$ cat config.mk
export PLATFORM = sky130hd
export DESIGN_NAME = decimated_rms_level_meter
export DESIGN_NICKNAME = d
export VERILOG_FILES = /design/src/rtl/drlm_pkg.sv /design/src/rtl/drlm_sub.sv /design/src/rtl/decimated_rms_level_meter.sv
export SDC_FILE = /design/constraint.sdc
export NUM_CORES = 1
export LEC_CHECK = 0
export ABC_AREA = 1
export CELL_PAD_IN_SITES_DETAIL_PLACEMENT = 1
export CELL_PAD_IN_SITES_GLOBAL_PLACEMENT = 1
export CORE_ASPECT_RATIO = 0.6
export CORE_MARGIN = 2
export CORE_UTILIZATION = 50
export DETAILED_ROUTE_END_ITERATION = 6
export DONT_BUFFER_PORTS = 1
export PLACE_DENSITY_LB_ADDON = 0.12
export SYNTH_ARGS = -nofsm -noshare
export SYNTH_HDL_FRONTEND = slang
export SYNTH_SLANG_ARGS = --single-unit
export TNS_END_PERCENT = 100
$ cat constraint.sdc
create_clock -name clk_i -period 8.7 [get_ports clk_i]
set_input_delay 0.87 -clock clk_i [delete_from_list [all_inputs] [get_ports clk_i]]
set_output_delay 0.87 -clock clk_i [all_outputs]
set_load 0.01 [all_outputs]
$ cat src/rtl/drlm_pkg.sv
// Package for the decimated RMS level meter.
// Holds the item structs, the sequencer states and the datapath widths.
// No dependencies.
package drlm_pkg;

  // Fixed field widths.
  localparam int unsigned SAMPLE_W = 16;
  localparam int unsigned STEP_W   = 16;
  localparam int unsigned LEVEL_W  = 16;
  localparam int unsigned COUNT_W  = 17;
  localparam int unsigned SQ_W     = 31;
  localparam int unsigned SUM_W    = 47;

  // Work register holds the dividend, then the quotient as radicand.
  localparam int unsigned WORK_W     = SUM_W + 1;
  localparam int unsigned DIV_STEPS  = SUM_W;
  localparam int unsigned SQRT_STEPS = WORK_W / 2;
  localparam int unsigned ROOT_W     = SQRT_STEPS;
  localparam int unsigned SUB_W      = ROOT_W + 2;
  localparam int unsigned STEPCNT_W  = $clog2(DIV_STEPS);

  // Largest number of samples that enter one mean.
  localparam logic [COUNT_W-1:0] KEPT_CAP = 17'd65536;
  localparam logic [SUM_W-1:0]   SUM_MAX  = {SUM_W{1'b1}};

  typedef struct packed {
    logic signed [SAMPLE_W-1:0] sample;
    logic                       last;
  } in_item_t;

  typedef struct packed {
    logic [LEVEL_W-1:0] rms_level;
    logic [COUNT_W-1:0] taken_count;
  } out_item_t;

  typedef enum logic [2:0] {
    ST_IDLE,
    ST_SQUARE,
    ST_ACCUM,
    ST_DIV,
    ST_SQRT,
    ST_OUT
  } state_e;

endpackage

$ cat src/rtl/drlm_sub.sv
// Shared subtract-and-compare unit of the level meter.
// Serves both the restoring divider and the digit-by-digit square root.
// Depends on drlm_pkg.
module drlm_sub (
  input  logic [drlm_pkg::SUB_W-1:0] a_i,
  input  logic [drlm_pkg::SUB_W-1:0] b_i,
  output logic [drlm_pkg::SUB_W-1:0] diff_o,
  output logic                       ge_o
);
  import drlm_pkg::*;

  logic [SUB_W:0] wide;

  assign wide   = {1'b0, a_i} - {1'b0, b_i};
  assign diff_o = wide[SUB_W-1:0];
  assign ge_o   = ~wide[SUB_W];

endmodule

$ cat src/rtl/decimated_rms_level_meter.sv
// Top level of the decimated RMS level meter.
// Holds the sequencer, the accumulator and the divide and square-root registers.
// Depends on drlm_pkg and drlm_sub.
//
// Usage: audio samples enter on the input channel (valid/ready), one sample per
// item, and the last flag closes a buffer. Starting at the first sample of a
// buffer, every decimation_step-th sample is kept (a step of zero acts as one).
// The squares of the kept samples are summed, saturating at 2^47 - 1, and counted
// up to 65536 samples. On the item that carries last, one result item appears on
// the output channel: floor(sqrt(floor(sum / count))) and the count. Then the
// sum, the count and the stride position start over.
// Sequence: every item passes through accept, square and accumulate, and the
// input channel takes no new item until the block is back in its idle state.
// A closing item goes on to restoring division and then square root, both on
// the one shared subtractor, and ends with the load of the output register.
// The output register holds a result while the receiver stalls; new items are
// still taken meanwhile, and only a second result waits until the first is gone.
// Reset clears the sum, the count, the stride position and the output valid, and
// sets the step to one. The step register is written by cfg_we_i at any edge.
module decimated_rms_level_meter (
  input  logic                          clk_i,
  input  logic                          rst_ni,
  input  logic                          cfg_we_i,
  input  logic [drlm_pkg::STEP_W-1:0]   cfg_wdata_i,
  input  logic                          in_valid_i,
  output logic                          in_ready_o,
  input  drlm_pkg::in_item_t            in_item_i,
  output logic                          out_valid_o,
  input  logic                          out_ready_i,
  output drlm_pkg::out_item_t           out_item_o
);
  import drlm_pkg::*;

  state_e state_q, state_d;

  // Configuration and stride tracking.
  logic [STEP_W-1:0]    step_q;
  logic [STEP_W-1:0]    phase_q;
  logic [STEP_W-1:0]    step_eff;
  logic [STEP_W:0]      phase_inc;

  // Captured item and accumulation state.
  logic signed [SAMPLE_W-1:0] sample_q;
  logic                       last_q;
  logic                       keep_q;
  logic [SQ_W-1:0]            sq_q;
  logic [SUM_W-1:0]           sum_q;
  logic [COUNT_W-1:0]         kept_q;
  logic [COUNT_W-1:0]         hold_q;

  logic [COUNT_W-1:0]   mag_ext;
  logic [COUNT_W-1:0]   mag;
  logic [2*COUNT_W-1:0] mag_sq;
  logic [SUM_W:0]       sum_wide;
  logic [SUM_W-1:0]     sum_new;
  logic [COUNT_W-1:0]   kept_new;
  logic [COUNT_W-1:0]   divisor;

  // Iterative divide and square-root state.
  logic [WORK_W-1:0]    work_q;
  logic [SUB_W-1:0]     rem_q;
  logic [ROOT_W-1:0]    root_q;
  logic [STEPCNT_W-1:0] cnt_q;
  logic                 div_done;
  logic                 sqrt_done;

  logic [SUB_W-1:0]     sub_a;
  logic [SUB_W-1:0]     sub_b;
  logic [SUB_W-1:0]     sub_diff;
  logic                 sub_ge;

  // Output register.
  logic      out_valid_q;
  out_item_t out_q;
  logic      out_load;

  logic in_accept;

  assign in_ready_o  = (state_q == ST_IDLE);
  assign in_accept   = in_valid_i && in_ready_o;
  assign out_valid_o = out_valid_q;
  assign out_item_o  = out_q;

  assign step_eff  = (step_q == '0) ? STEP_W'(1) : step_q;
  assign phase_inc = {1'b0, phase_q} + (STEP_W+1)'(1);

  // Magnitude of the held sample; the most negative value maps to 32768.
  assign mag_ext = {sample_q[SAMPLE_W-1], sample_q};
  assign mag     = sample_q[SAMPLE_W-1] ? (~mag_ext + COUNT_W'(1)) : mag_ext;
  assign mag_sq  = mag * mag;

  // Saturating accumulation of a kept square.
  assign sum_wide = {1'b0, sum_q} + (SUM_W+1)'(sq_q);
  assign sum_new  = !keep_q ? sum_q : (sum_wide[SUM_W] ? SUM_MAX : sum_wide[SUM_W-1:0]);
  assign kept_new = keep_q ? (kept_q + COUNT_W'(1)) : kept_q;

  assign divisor   = (hold_q == '0) ? COUNT_W'(1) : hold_q;
  assign div_done  = (cnt_q == STEPCNT_W'(DIV_STEPS - 1));
  assign sqrt_done = (cnt_q == STEPCNT_W'(SQRT_STEPS - 1));

  // Operand selection for the shared subtractor. The divider brings down one
  // dividend bit next to the partial remainder; the square root brings down two
  // radicand bits and tries the current root with 01 appended.
  always_comb begin
    if (state_q == ST_SQRT) begin
      sub_a = {rem_q[SUB_W-3:0], work_q[WORK_W-1:WORK_W-2]};
      sub_b = {root_q, 2'b01};
    end else begin
      sub_a = SUB_W'({rem_q[COUNT_W-1:0], work_q[SUM_W-1]});
      sub_b = SUB_W'(divisor);
    end
  end

  drlm_sub u_sub (
    .a_i    (sub_a),
    .b_i    (sub_b),
    .diff_o (sub_diff),
    .ge_o   (sub_ge)
  );

  assign out_load = (state_q == ST_OUT) && (!out_valid_q || out_ready_i);

  always_ff @(posedge clk_i or negedge rst_ni) begin
    if (!rst_ni) begin
      state_q <= ST_IDLE;
    end else begin
      state_q <= state_d;
    end
  end

  always_comb begin
    state_d = state_q;
    unique case (state_q)
      ST_IDLE: begin
        if (in_accept) state_d = ST_SQUARE;
      end
      ST_SQUARE: state_d = ST_ACCUM;
      ST_ACCUM: begin
        state_d = last_q ? ST_DIV : ST_IDLE;
      end
      ST_DIV: begin
        if (div_done) state_d = ST_SQRT;
      end
      ST_SQRT: begin
        if (sqrt_done) state_d = ST_OUT;
      end
      ST_OUT: begin
        if (out_load) state_d = ST_IDLE;
      end
      default: state_d = ST_IDLE;
    endcase
  end

  // Control state: step register, stride position, running sum and count.
  always_ff @(posedge clk_i or negedge rst_ni) begin
    if (!rst_ni) begin
      step_q      <= STEP_W'(1);
      phase_q     <= '0;
      sum_q       <= '0;
      kept_q      <= '0;
      cnt_q       <= '0;
      out_valid_q <= 1'b0;
    end else begin
      if (cfg_we_i) begin
        step_q <= cfg_wdata_i;
      end
      if (in_accept) begin
        if (in_item_i.last || phase_inc >= {1'b0, step_eff}) begin
          phase_q <= '0;
        end else begin
          phase_q <= phase_inc[STEP_W-1:0];
        end
      end
      if (state_q == ST_ACCUM) begin
        // A closing item hands the totals to the divider and starts over.
        sum_q  <= last_q ? '0 : sum_new;
        kept_q <= last_q ? '0 : kept_new;
        cnt_q  <= '0;
      end
      if (state_q == ST_DIV || state_q == ST_SQRT) begin
        cnt_q <= (div_done && state_q == ST_DIV) ? '0 : cnt_q + STEPCNT_W'(1);
      end
      if (out_valid_q && out_ready_i) begin
        out_valid_q <= 1'b0;
      end
      if (out_load) begin
        out_valid_q <= 1'b1;
      end
    end
  end

  // Payload and iteration registers.
  always_ff @(posedge clk_i) begin
    if (in_accept) begin
      sample_q <= in_item_i.sample;
      last_q   <= in_item_i.last;
      keep_q   <= (phase_q == '0) && (kept_q < KEPT_CAP);
    end
    if (state_q == ST_SQUARE) begin
      sq_q <= mag_sq[SQ_W-1:0];
    end
    if (state_q == ST_ACCUM) begin
      work_q <= {1'b0, sum_new};
      hold_q <= kept_new;
      rem_q  <= '0;
      root_q <= '0;
    end
    if (state_q == ST_DIV) begin
      // Quotient bits shift in at the bottom as dividend bits leave the top.
      work_q <= {1'b0, work_q[SUM_W-2:0], sub_ge};
      rem_q  <= div_done ? '0 : (sub_ge ? sub_diff : sub_a);
    end
    if (state_q == ST_SQRT) begin
      work_q <= {work_q[WORK_W-3:0], 2'b00};
      rem_q  <= sub_ge ? sub_diff : sub_a;
      root_q <= {root_q[ROOT_W-2:0], sub_ge};
    end
    if (out_load) begin
      out_q.rms_level   <= root_q[LEVEL_W-1:0];
      out_q.taken_count <= hold_q;
    end
  end

`ifndef SYNTHESIS
  // Every result covers at least the first sample of its buffer.
  a_count_nonzero: assert property (@(posedge clk_i) disable iff (!rst_ni)
    out_valid_o |-> (out_item_o.taken_count != '0))
    else $error("result with zero taken count");

  // The level of full-scale audio never exceeds 32768.
  a_level_bound: assert property (@(posedge clk_i) disable iff (!rst_ni)
    out_valid_o |-> (out_item_o.rms_level <= LEVEL_W'(32768)))
    else $error("rms level above full scale");

  // The block is busy for the cycle after it takes an item.
  a_busy_after_accept: assert property (@(posedge clk_i) disable iff (!rst_ni)
    (in_valid_i && in_ready_o) |=> !in_ready_o)
    else $error("input taken while previous item still in work");

  // A new result only appears out of the output-load state.
  a_result_source: assert property (@(posedge clk_i) disable iff (!rst_ni)
    $rose(out_valid_o) |-> ($past(state_q) == ST_OUT))
    else $error("result valid raised outside output load");
`endif

endmodule
======== Yosys cells after proc, flatten, opt, wreduce, memory -nomap -nowiden ========
Cells that the tools add are included.
word-level totals
  logic and storage cells ................. 91
  register bits ........................... 301
  input port bits ......................... 38
cells by class
  $lt $le $gt $ge ......................... 2
  multiplexer cells ....................... 32
  equal/unequal tests ..................... 11
  add/subtract/negate cells ............... 6
  reduce and logical (&&, ||, !) cells .... 19
  $mul .................................... 1
  bitwise logic cells ..................... 2
operators by type and width
  operator                 count
  $mux W24                 7
  $mux W48                 3
  $mux W47                 3
  $mux W17                 4
  $mux W26                 2
  $add A47 B31 Y48         1
  $add A17 B1 Y17 const B  2
  $logic_not A16 Y1        2
  $mux W16                 2
  $mul A17 B17 Y31         1
  $sub A26 B26 Y27         1
  $mux W6                  3
  $pmux W3 S6              1
  $add A16 B1 Y17 const B  1
  $ge A17 B16 Y1           1
  $logic_not A17 Y1        1
  $lt A17 B17 Y1 const B   1
  $not A17 Y17             1
  $mux W3                  4
  $reduce_bool A2 Y1       4
  $add A6 B1 Y6 const B    1
  $eq A3 B2 Y1 const B     2
  $eq A3 B3 Y1 const B     2
  $eq A6 B5 Y1 const B     1
  other kinds (13)         22

======== Longest topological paths before layout ========
Gate-level depths: netlist of run 1.
  word-level depth ........................ 8
  gate-level depth with buffers ........... 34

======== Cells and area by module ========
A second synthesis of run 1 with hierarchy kept.
second synthesis, totals
  cells, all modules ...................... 3,562
  area, all modules ....................... 27,161.0 sq um
modules (own cells, without submodules)
  module                     cells an instance  sequential area each (sq um)  instances  area each (sq um)
  decimated_rms_level_meter  3,172              8,459.4                       1          25,199.2
  drlm_sub                   390                0.0                           1          1,961.9

======== Least setup slack after synthesis of run 1 ========
OpenSTA, ideal clock, no wires.
  path type ............................... flip-flop to flip-flop
  start point ............................. reg sample_q[0]
  end point ............................... reg sq_q[26] (data pin)
  slack ................................... 1.788 ns
  stages on the path, launching flop included .. 29
  arrival ................................. 6.650 ns
  library setup time ...................... 0.262 ns
  data required time ...................... 8.438 ns
  period minus slack after synthesis ...... 6.912 ns
  path through ............................ edfxtp_1 -> inv_2 -> clkbuf_1 -> ha_1 -> a31oi_2 -> nor3_4 -> o21ai_2 -> inv_1 -> nand2_1 -> o21ai_2 -> xnor2_2 -> buf_6 -> nand2_1 -> fa_1 -> fa_1 -> inv_1 -> fa_1 -> fa_1 -> fa_1 -> inv_1 -> fa_1 -> inv_1 -> ha_1 -> nand2_1 -> nor4_1 -> a21oi_1 -> o21ai_0 -> a21oi_1 -> xor2_1
between the ends
  longest elaborated chain between the ends .. 4
ends and longest elaborated chain
  what                    line                              source
  start, declared         decimated_rms_level_meter.sv:43   logic signed [SAMPLE_W-1:0] sample_q;
  start signal, assigned  decimated_rms_level_meter.sv:195  sample_q <= in_item_i.sample;
  $not A17 Y17            decimated_rms_level_meter.sv:89   assign mag = sample_q[SAMPLE_W-1] ? (~mag_ext + COUNT_W'(1)) : mag_ext;
  $add A17 B1 Y17         decimated_rms_level_meter.sv:89
  $mux W17 (*)            decimated_rms_level_meter.sv:89
  $mul A17 B17 Y31 (*)    decimated_rms_level_meter.sv:90   assign mag_sq = mag * mag;
  via mag_sq[26]          decimated_rms_level_meter.sv:53   logic [2*COUNT_W-1:0] mag_sq;
  end signal, assigned    decimated_rms_level_meter.sv:200  sq_q <= mag_sq[SQ_W-1:0];
  end, declared           decimated_rms_level_meter.sv:46   logic [SQ_W-1:0] sq_q;
Mark *: on every way through the listed nets, which the timed path passes. The rest lies on a longest branch.
A chain may end at the register's enable or synchronous reset.

======== Final worst setup path of run 1 ========
  start point ............................. reg sample_q[0]
  end point ............................... reg sq_q[30] (data pin)
The elaborated chain is that of the path after synthesis.

==> flow_metrics.env, run 1 <==
export IMPL_synth_top_area_cell="sky130_fd_sc_hd__edfxtp_1"
export IMPL_ys_seq_elements=300
export IMPL_layout_setup_ws_ns=0.603
export IMPL_synth_edf_count=192
export IMPL_layout_area_overhead_vs_synth_pct=7.39
export IMPL_startpoint_of_the_most_critical_setup_path="sample_q[0]"
export IMPL_cts_root_buf="sky130_fd_sc_hd__clkbuf_16"
export IMPL_drc=9
export IMPL_via_count_of_the_first_global_routing_pass=23400
export IMPL_netlist_area_um2=26100
export IMPL_nets=3667
export IMPL_antenna_violations_before_repair=0
export IMPL_timing_worst_slew_pin_value_ns=1.28
export IMPL_share_of_yosys_cell_area_claimed_by_the_top_area_cell_type_pct=22.1
export IMPL_gr_total_overflow=0
export IMPL_antennaDiodeCount=0
export IMPL_place_congestion=1.04
export IMPL_detail_route_first_pass_iterations=7
export IMPL_cts_inserted_buffers=34
export IMPL_cts_root_to_sink_buffers=3
export IMPL_syn_inst=3255
export IMPL_dp_slack_ns=0.810
export IMPL_rrSetupSlack_ns=0.60
export IMPL_insertion_delay_ns=0.57
export IMPL_mostFrequentLayoutCell="sky130_fd_sc_hd__nand2_1"
export IMPL_cts_sinks=300
export IMPL_timing_critical_path_fanout_max=13
export IMPL_fillCellCount=6296
export IMPL_io_buffers=0
export IMPL_die_h_um=181
export IMPL_fmax_mhz=124
export IMPL_ctsHtreeMaxLevel=2
export IMPL_core_area_um2=51200
export IMPL_place_detailed_hpwl_um=69300
export IMPL_detailedRoute_firstIterationViolations=2035
export IMPL_worstSetupStartpointType="flip-flop"
export IMPL_die_area_um2=54100
export IMPL_r2r_start="sample_q[0]"
export IMPL_violations="design-rule violations"
export IMPL_layout_cells_most_common_list="816 x sky130_fd_sc_hd__nand2_1, 615 x sky130_fd_sc_hd__inv_1, 312 x sky130_fd_sc_hd__nor2_1, 192 x sky130_fd_sc_hd__fa_1, 192 x sky130_fd_sc_hd__edfxtp_1"
export IMPL_viasPerCell=5.58
export IMPL_grt_overall_usage_pct=32.7
export IMPL_timing_max_slew_rel_slack_pct=14.8
export IMPL_post_route_period_util_pct=93.1
export IMPL_initial_utilization_pct=50.9
export IMPL_worst_skew_ns=0.0379
export IMPL_wire_length_of_the_first_global_routing_pass_um=137000
export IMPL_cap_violations=0
export IMPL_drv_slew=0
export IMPL_via_count=22200
export IMPL_worstPathRequired_ns=8.99
export IMPL_setup_worst_path_end_class="flip-flop"
export IMPL_layout_drive_gt1_share_pct=4.31
export IMPL_detail_route_wl_per_cell_um=21.9
export IMPL_critical_path_arrival_ns=8.39
export IMPL_cts_tree="yes"
export IMPL_worst_setup_path_endpoint="sq_q[30]"
export IMPL_critPathMostFrequentCell="sky130_fd_sc_hd__inv_1"
export IMPL_unrepaired_setup_endpoints_after_global_routing="no"
export IMPL_cts_reportedPaths_clkPinSlew_ns=0.08
export IMPL_register_cell_area_after_layout_um2=8460
export IMPL_min_path_type="primary input to asynchronous set/reset pin"
export IMPL_multiInputGateArea_um2=15100
export IMPL_die_w_um=299
export IMPL_synth_async_sr_flop_share_pct=35.3
export IMPL_post_synth_main_area_contributors="sky130_fd_sc_hd__edfxtp_1 22%, sky130_fd_sc_hd__fa_1 15%, sky130_fd_sc_hd__nand2_1 12%"
export IMPL_timing_rr_end="sq_q[30]"
export IMPL_cpPeakStageDelay_ns=0.55
export IMPL_report_final_setup_viol=0
export IMPL_synth_yosys_warnings=0
export IMPL_setup_tns_final_ns=0
export IMPL_status="finished with violations"
export IMPL_post_cts_setup_buffers=0
export IMPL_ant_nets=0
export IMPL_hold_viol_final=0
export IMPL_worstSetupPathType="flip-flop to flip-flop"
export IMPL_synth_lib_cells_used_distinct=64
export IMPL_layout_min_cycle_time_ns=8.10
export IMPL_top_level_ports=73
export IMPL_cpMaxStageDelayCell="sky130_fd_sc_hd__edfxtp_1"
export IMPL_number_of_placement_rows=64
export IMPL_rr_worst_depth=31
export IMPL_synth_flop_cell="sky130_fd_sc_hd__edfxtp_1"
export IMPL_grt_start_max_net_pins=88
export IMPL_synth_area_per_cell_um2=8.02
export IMPL_seq_total_area_yosys_pct=32.4
export IMPL_detail_route_wirelength_um=87400
critical path: cells and delay by family (launching register included):
kind | cells | cell delay [ns]
compound gates | 2 | 0.57
simple gates | 11 | 1.94
fa+ha+maj | 8 | 3.54
flops | 1 | 0.55
buf+inv | 10 | 1.20
layer usage:
metal	global-route usage, %	wire length, um
met5	0	0
met4	3.86	813
met3	8.78	8510
met2	44.5	33800
met1	52.6	44300
synthesized netlist by cell type (11+ instances only):
master / n
sky130_fd_sc_hd__o21ai_1: 15
sky130_fd_sc_hd__or2_2: 11
sky130_fd_sc_hd__o22ai_1: 37
sky130_fd_sc_hd__nand3_1: 133
sky130_fd_sc_hd__clkbuf_1: 46
sky130_fd_sc_hd__ha_1: 171
sky130_fd_sc_hd__buf_2: 17
sky130_fd_sc_hd__nor2_1: 313
sky130_fd_sc_hd__inv_2: 11
sky130_fd_sc_hd__o21bai_1: 11
sky130_fd_sc_hd__a21oi_1: 122
sky130_fd_sc_hd__o21ai_0: 147
sky130_fd_sc_hd__inv_1: 615
sky130_fd_sc_hd__edfxtp_1: 192
sky130_fd_sc_hd__nand4_1: 54
sky130_fd_sc_hd__xnor2_1: 21
sky130_fd_sc_hd__xor2_1: 71
sky130_fd_sc_hd__nand2_1: 817
sky130_fd_sc_hd__dfrtp_1: 105
sky130_fd_sc_hd__nor4_1: 13
sky130_fd_sc_hd__nor3_1: 31
sky130_fd_sc_hd__fa_1: 192
area by class of cell:
class,instances,area share [%]
clock buffer,46,3.34
clock inverter,16,0.741
tap,693,3.09
sequential,300,30.2
multi-input combinational,2284,53.7
inverter,626,8.38
timing repair buffer,20,0.562
kinds of logic (layout without fill, tap and decap cells):
family	Yosys count	after routing	share of synthesized area (%)
flops	300	300	32.4
buf+inv	702	708	10.5
xor+xnor	95	95	3.27
compound gates	376	376	8.03
fa+ha+maj	363	363	22.9
simple gates	1417	1417	22.9
other cells	2	33	0.0288
flip-flops by register name (all words and copies together) (netlist names), 3 cells and up:
name,flops
state_q,3
phase_q,16
step_q,16
sum_q,47
sample_q,16
sq_q,30
root_q,24
kept_q,17
work_q,48
out_item_o,33
hold_q,17
cnt_q,6
rem_q,24
stage by stage:
step / util [%] / instance area, um2 / std cells / hold slack, ns
global route: 54.7 / 28000 / 3985 / 0.00492
finish: 54.7 / 28000 / 3985 / 0.0182
detailed placement: 52.4 / 26900 / 3920 / 0.436
CTS: 54.7 / 28000 / 3985 / 0.000914
floorplan: - / 26200 / 3286 / 0.426
global placement: 52.4 / 26900 / 3920 / 0.433
worst min path at each step:
stage / from / to
3_5_place_dp: root_q[3] / out_item_o[20]
2_1_floorplan: root_q[0] / out_item_o[17]
4_1_cts: rst_ni / sum_q[46]
5_1_grt: rst_ni / sum_q[21]
6_report: rst_ni / sum_q[18]
3_3_place_gp: root_q[10] / out_item_o[27]
timing repair:
item | 4_1_cts | 5_1_grt
endpoints found under the hold margin | 18 | 0
hold buffers | 3 | 0
gates resized for setup | 0 | 0
Power of run 1 is not shown: default switching activity piles up to over one toggle a cycle in this logic, so the estimate is an artifact.
==> run 2: changes to the inputs <==
--- a/config.mk
+++ b/config.mk
@@ -10,7 +10,7 @@
 export CELL_PAD_IN_SITES_GLOBAL_PLACEMENT = 1
 export CORE_ASPECT_RATIO = 0.6
 export CORE_MARGIN = 2
-export CORE_UTILIZATION = 50
+export CORE_UTILIZATION = 45
 export DETAILED_ROUTE_END_ITERATION = 6
 export DONT_BUFFER_PORTS = 1
 export PLACE_DENSITY_LB_ADDON = 0.12
==> constraint.sdc (replaced) <==
create_clock -name clk_i -period 7.3 [get_ports clk_i]
set_input_delay 0.73 -clock clk_i [delete_from_list [all_inputs] [get_ports clk_i]]
set_output_delay 0.73 -clock clk_i [all_outputs]
set_load 0.01 [all_outputs]
==> run 2 against run 1 <==
  * The run now ends clean
  * Routed wire length is 2.2% lower
  * Critical path depth is 3 lower
  * Fmax is 15% higher
  * Highest routed layer unchanged
  * Non-clock buffer count is 36 higher
  * Flip-flop and latch count stayed put
  * Design area is 2.3% higher
  * Cell count is 2.8% higher
  * Sequential share of layout area is 0.68 points lower
  * Die area is 11% higher
  * Setup slack worse by 0.32 ns
  * Utilization is 4.8 points lower
==> flow_metrics.env, run 2 (synthesis results as in run 1) <==
export IMPL_grt_overall_usage_pct=29.3
export IMPL_place_detailed_hpwl_um=68000
export IMPL_detail_route_first_pass_iterations=5
export IMPL_antenna_violations_before_repair=5
export IMPL_cts_inserted_buffers=34
export IMPL_io_buffers=0
export IMPL_layout_drive_gt1_share_pct=6.58
export IMPL_cts_root_to_sink_buffers=3
export IMPL_via_count_of_the_first_global_routing_pass=23200
export IMPL_layout_area_overhead_vs_synth_pct=9.85
export IMPL_layout_min_cycle_time_ns=7.02
export IMPL_cpLargestDelayFamily="adder cells"
export IMPL_regMostFlops="work_q"
export IMPL_timing_critical_path_fanout_max=7
export IMPL_timing_worst_slew_pin_value_ns=1.22
export IMPL_cts_root_buf="sky130_fd_sc_hd__clkbuf_16"
export IMPL_post_route_period_util_pct=96.1
export IMPL_status="completed"
export IMPL_nets=3703
export IMPL_post_place_cells=4024
export IMPL_reg_largest_list="work_q (48), sum_q (47), out_item_o (33)"
export IMPL_critical_path_arrival_ns=7.33
export IMPL_die_w_um=315
export IMPL_place_congestion=0.952
export IMPL_min_path_type="primary input to asynchronous set/reset pin"
export IMPL_final_cell_count_no_fill=4098
export IMPL_number_of_placement_rows=68
export IMPL_core_area_um2=57400
export IMPL_final_area_um2=28700
export IMPL_finalCoreUtilization_pct=49.9
export IMPL_cap_violations=0
export IMPL_viasPerCell=5.40
export IMPL_cts_reportedPaths_clkPinSlew_ns=0.07
export IMPL_top_level_ports=73
export IMPL_insertion_delay_ns=0.57
export IMPL_hold_viol_final=0
export IMPL_worstSetupStartpointType="flip-flop"
export IMPL_mostFrequentLayoutCell="sky130_fd_sc_hd__nand2_1"
export IMPL_cts_tree="yes"
export IMPL_ant_nets=0
export IMPL_max_reg_flops=48
export IMPL_timing_max_slew_rel_slack_pct=18.3
export IMPL_die_h_um=191
export IMPL_antennaDiodeCount=0
export IMPL_die_area_um2=60000
export IMPL_layout_cells_most_common_list="812 x sky130_fd_sc_hd__nand2_1, 611 x sky130_fd_sc_hd__inv_1, 305 x sky130_fd_sc_hd__nor2_1, 192 x sky130_fd_sc_hd__edfxtp_1, 191 x sky130_fd_sc_hd__fa_1"
export IMPL_placedInstanceArea_um2=27200
export IMPL_detail_route_wl_per_cell_um=20.8
export IMPL_drv_slew=0
export IMPL_wire_length_of_the_first_global_routing_pass_um=135000
export IMPL_critPathMostFrequentCell="sky130_fd_sc_hd__fa_1"
export IMPL_cts_sinks=300
export IMPL_cpPeakStageDelay_ns=0.56
export IMPL_ctsHtreeMaxLevel=2
export IMPL_report_final_setup_viol=0
export IMPL_detail_route_wirelength_um=85400
export IMPL_fmax_mhz=143
export IMPL_worst_skew_ns=0.0309
export IMPL_setup_worst_path_end_class="flip-flop"
export IMPL_grt_start_max_net_pins=106
export IMPL_worstPathRequired_ns=7.62
export IMPL_gr_total_overflow=0
export IMPL_via_count=22100
export IMPL_drc=0
export IMPL_crit_buf_inv=7
export IMPL_cpMaxStageDelayCell="sky130_fd_sc_hd__fa_1"
export IMPL_worstSetupPathType="flip-flop to flip-flop"
export IMPL_detailedRoute_firstIterationViolations=1924
export IMPL_fillCellCount=7013
export IMPL_initial_utilization_pct=45.5
[run 2: changes by cell type in the layout (fill, tap and decap cells not counted), sizes merged]
cell / delta
buf: +38
clkbuf: -5
clkinv: +5
clkinvlp: +5
dlygate4sd3: -2
inv: -5
[run 2: repair_timing]
item,4_1_cts,5_1_grt
pin swaps,0,6
setup buffers,0,10
gates resized for setup,3,51
endpoints found under the hold margin,105,0
hold buffers,2,0
setup endpoints to repair,3,14
[run 2: worst reg2reg max path, delay by kind of cell, from the launching register on]
family          cells  cell delay [ns]
buf+inv             7             0.70
xor+xnor            2             0.36
simple gates        7             1.23
fa+ha+maj           8             3.49
compound gates      4             0.58
flops               1             0.40
[run 2: routing by layer]
layer  GRT usage [%]  wire (um)
met1            48.5      45000
met2            39.0      32600
met3            6.32       7100
met4            3.39        699
met5               0          0
[run 2: worst paths after layout]
check | startpoint | end | slack (ns) | depth (start not counted)
max | sample_q[0] | sq_q[28] | 0.28 | 28
min | rst_ni | sum_q[34] | 0.11 | 1
max reg2reg | sample_q[0] | sq_q[28] | 0.28 | 28
min reg2reg | root_q[5] | out_item_o[22] | 0.45 | 0
max in group asynchronous | rst_ni | step_q[0] | 6.35 | 1
min in group clk_i | cfg_we_i | step_q[0] | 0.22 | 1
[run 2: cell type report]
cell class / instances / area [um2] / area share, %
Clock buffer: 41 / 907 / 3.16
Clock inverter: 21 / 262 / 0.912
Inverter: 626 / 2360 / 8.23
Multi-Input combinational cell: 2284 / 15300 / 53.3
Sequential cell: 300 / 8460 / 29.5
Tap cell: 770 / 963 / 3.36
Timing Repair Buffer: 56 / 447 / 1.56
[run 2: metrics by stage]
stage	hold slack, ns	TNS (ns)	setup slack, ns
final	0.115	0	0.283
after global routing	0.159	-0.0113	-0.0113
after CTS	0.119	0	0.00487
after detailed placement	0.438	-0.145	-0.111
after global placement	0.431	-0.0329	-0.0329
after floorplan	0.426	0	0.388
Power of run 2 is left out for the same reason.
==> run 3: changes to the inputs <==
==> constraint.sdc (replaced) <==
create_clock -name clk_i -period 5.88 [get_ports clk_i]
set_input_delay 0.294 -clock clk_i [delete_from_list [all_inputs] [get_ports clk_i]]
set_output_delay 0.294 -clock clk_i [all_outputs]
set_load 0.01 [all_outputs]
==> run 3 against run 2 <==
  * The run now ends with negative setup slack left
  * Die area unchanged
  * Non-clock buffer count increased by 276
  * Clock skew rose by 0.0058 ns
  * Clock-buffer cell count is 1 higher
  * Via count increased by 8.6%
  * Worst hold slack better by 0.022 ns
  * Register-to-register slack lost 1.4 ns
  * Fmax down 0.25%
  * Sequential share of layout area down 3.4 points
  * Flip-flop and latch count unchanged
==> flow_metrics.env, run 3 (synthesis results as in run 1) <==
export IMPL_status="finished with violations"
export IMPL_violations="negative setup slack"
export IMPL_detailedRoute_firstIterationViolations=2256
export IMPL_cts_reportedPaths_clkPinSlew_ns=0.08
export IMPL_reg_largest_list="work_q (48), sum_q (47), out_item_o (33)"
export IMPL_wire_length_of_the_first_global_routing_pass_um=146000
export IMPL_via_count=24100
export IMPL_insertion_delay_ns=0.60
export IMPL_via_count_of_the_first_global_routing_pass=24900
export IMPL_multiInputGateArea_um2=16500
export IMPL_timing_worst_slew_pin_value_ns=1.27
export IMPL_rrSetupSlack_ns=-1.15
export IMPL_worstSetupStartpointType="flip-flop"
export IMPL_number_of_placement_rows=68
export IMPL_register_cell_area_after_layout_um2=8460
export IMPL_die_area_um2=60000
export IMPL_setup_worst_path_end_class="flip-flop"
export IMPL_fmax_mhz=142
export IMPL_die_w_um=315
export IMPL_fillCellCount=6839
export IMPL_finalCoreUtilization_pct=56.4
export IMPL_die_h_um=191
export IMPL_ctsHtreeMaxLevel=2
export IMPL_place_detailed_hpwl_um=71400
export IMPL_layout_area_overhead_vs_synth_pct=24.1
export IMPL_initial_utilization_pct=45.5
export IMPL_post_route_period_util_pct=120
export IMPL_nets=3979
export IMPL_timing_critical_path_fanout_max=5
export IMPL_layout_min_cycle_time_ns=7.03
export IMPL_core_area_um2=57400
export IMPL_detail_route_wl_per_cell_um=22.5
export IMPL_layout_cells_most_common_list="766 x sky130_fd_sc_hd__nand2_1, 564 x sky130_fd_sc_hd__inv_1, 276 x sky130_fd_sc_hd__nor2_1, 244 x sky130_fd_sc_hd__buf_4, 192 x sky130_fd_sc_hd__edfxtp_1"
export IMPL_post_place_cells=4211
export IMPL_drv_slew=0
export IMPL_layout_setup_ws_ns=-1.15
export IMPL_gr_total_overflow=0
export IMPL_min_path_type="primary input to flip-flop"
export IMPL_final_cell_count_no_fill=4375
export IMPL_min_from="in_item_i[0]"
export IMPL_cts_inserted_buffers=34
export IMPL_unrepaired_setup_endpoints_after_global_routing="yes"
export IMPL_worstPathRequired_ns=6.35
export IMPL_worst_skew_ns=0.0367
export IMPL_critPathMostFrequentCell="sky130_fd_sc_hd__inv_1"
export IMPL_r2r_start="sample_q[2]"
export IMPL_cts_root_to_sink_buffers=3
export IMPL_min_delay_path_depth=5
export IMPL_io_buffers=0
export IMPL_grt_start_max_net_pins=107
export IMPL_timing_max_slew_rel_slack_pct=15.2
export IMPL_top_level_ports=73
export IMPL_detail_route_wirelength_um=98400
export IMPL_drc=0
export IMPL_report_final_setup_viol=22
export IMPL_viasPerCell=5.50
export IMPL_cts_sinks=300
export IMPL_hold_viol_final=0
export IMPL_critical_path_arrival_ns=7.51
export IMPL_place_congestion=0.985
export IMPL_detail_route_first_pass_iterations=6
export IMPL_max_reg_flops=48
export IMPL_layout_drive_gt1_share_pct=18.5
export IMPL_cpPeakStageDelay_ns=0.69
export IMPL_regMostFlops="work_q"
export IMPL_worstSetupPathType="flip-flop to flip-flop"
export IMPL_grt_overall_usage_pct=31.8
export IMPL_cts_root_buf="sky130_fd_sc_hd__clkbuf_16"
export IMPL_cpMaxStageDelayCell="sky130_fd_sc_hd__fa_2"
export IMPL_cap_violations=0
export IMPL_timing_rr_end="sq_q[23]"
export IMPL_ant_nets=0
export IMPL_mostFrequentLayoutCell="sky130_fd_sc_hd__nand2_1"
export IMPL_antenna_violations_before_repair=3
export IMPL_rr_worst_depth=29
export IMPL_cts_tree="yes"
export IMPL_whs_endpoint="phase_q[5]"
run 3: changes by cell type in the layout (fill, tap and decap cells not counted), sizes merged:
cell / previous run / this run
clkinv: 13 / 12
diode: 0 / 1
clkbuf: 41 / 43
dlygate4sd3: 1 / 37
buf: 55 / 294
inv: 624 / 625
bufinv: 4 / 3
run 3: how the worst max path moves through the flow:
stage | slack, ns | end | start | cells after the start
final | -1.15 | sq_q[23] | sample_q[2] | 29
after global routing | -1.25 | sq_q[29] | sample_q[5] | 31
after CTS | -0.63 | sq_q[27] | sample_q[5] | 30
after detailed placement | -1.07 | sq_q[27] | sample_q[5] | 32
after global placement | -0.98 | sq_q[29] | sample_q[5] | 32
after floorplan | -0.55 | sq_q[29] | sample_q[0] | 32
run 3: cell type report:
cell class                      instances  share of cell area (%)
Clock buffer                           42                    2.94
Multi-Input combinational cell       2284                    50.9
Clock inverter                         20                   0.715
Tap cell                              770                    2.97
Antenna cell                            1                 0.00773
Inverter                              626                    7.33
Sequential cell                       300                    26.1
Timing Repair Buffer                  332                    9.03
run 3: layer usage:
layer / vias to the layer above / wire length (um) / GRT usage [%] / share of wire [%]
met1: 12100 / 47400 / 50.2 / 48
li1: 10900 / - / - / -
met2: 907 / 40200 / 44.3 / 41
met3: 141 / 8670 / 7.04 / 8.8
met4: 0 / 2160 / 5.53 / 2.2
met5: - / 0 / 0 / 0
run 3: repair_timing:
action                     4_1_cts  5_1_grt
cloned                           2        0
setup endpoints to repair       22       23
hold buffers                    38        0
buffers inserted                35       30
pin swaps                      102       62
hold endpoints to repair       141        0
resized for setup              220      128
run 3: worst max-delay path: cells and delay by family (launching register included):
family,cells,cell delay (ns)
flip-flops,1,0.52
buffers and inverters,9,1.00
AND/OR/NAND/NOR,11,1.38
XOR/XNOR,2,0.46
adder cells (fa/ha/maj),7,3.52
run 3: stage by stage:
stage	setup TNS (ns)	hold WS, ns	setup slack (ns)	instance area, um2
4_1_cts	-9.29	0.127	-0.628	31700
2_1_floorplan	-6.26	-0.00159	-0.553	26500
3_3_place_gp	-12.99	0.00552	-0.981	28900
6_report	-15.97	0.137	-1.15	32400
3_5_place_dp	-16.33	0.00530	-1.07	28900
5_1_grt	-18.79	0.173	-1.25	32400
Power of run 3 is left out for the same reason.
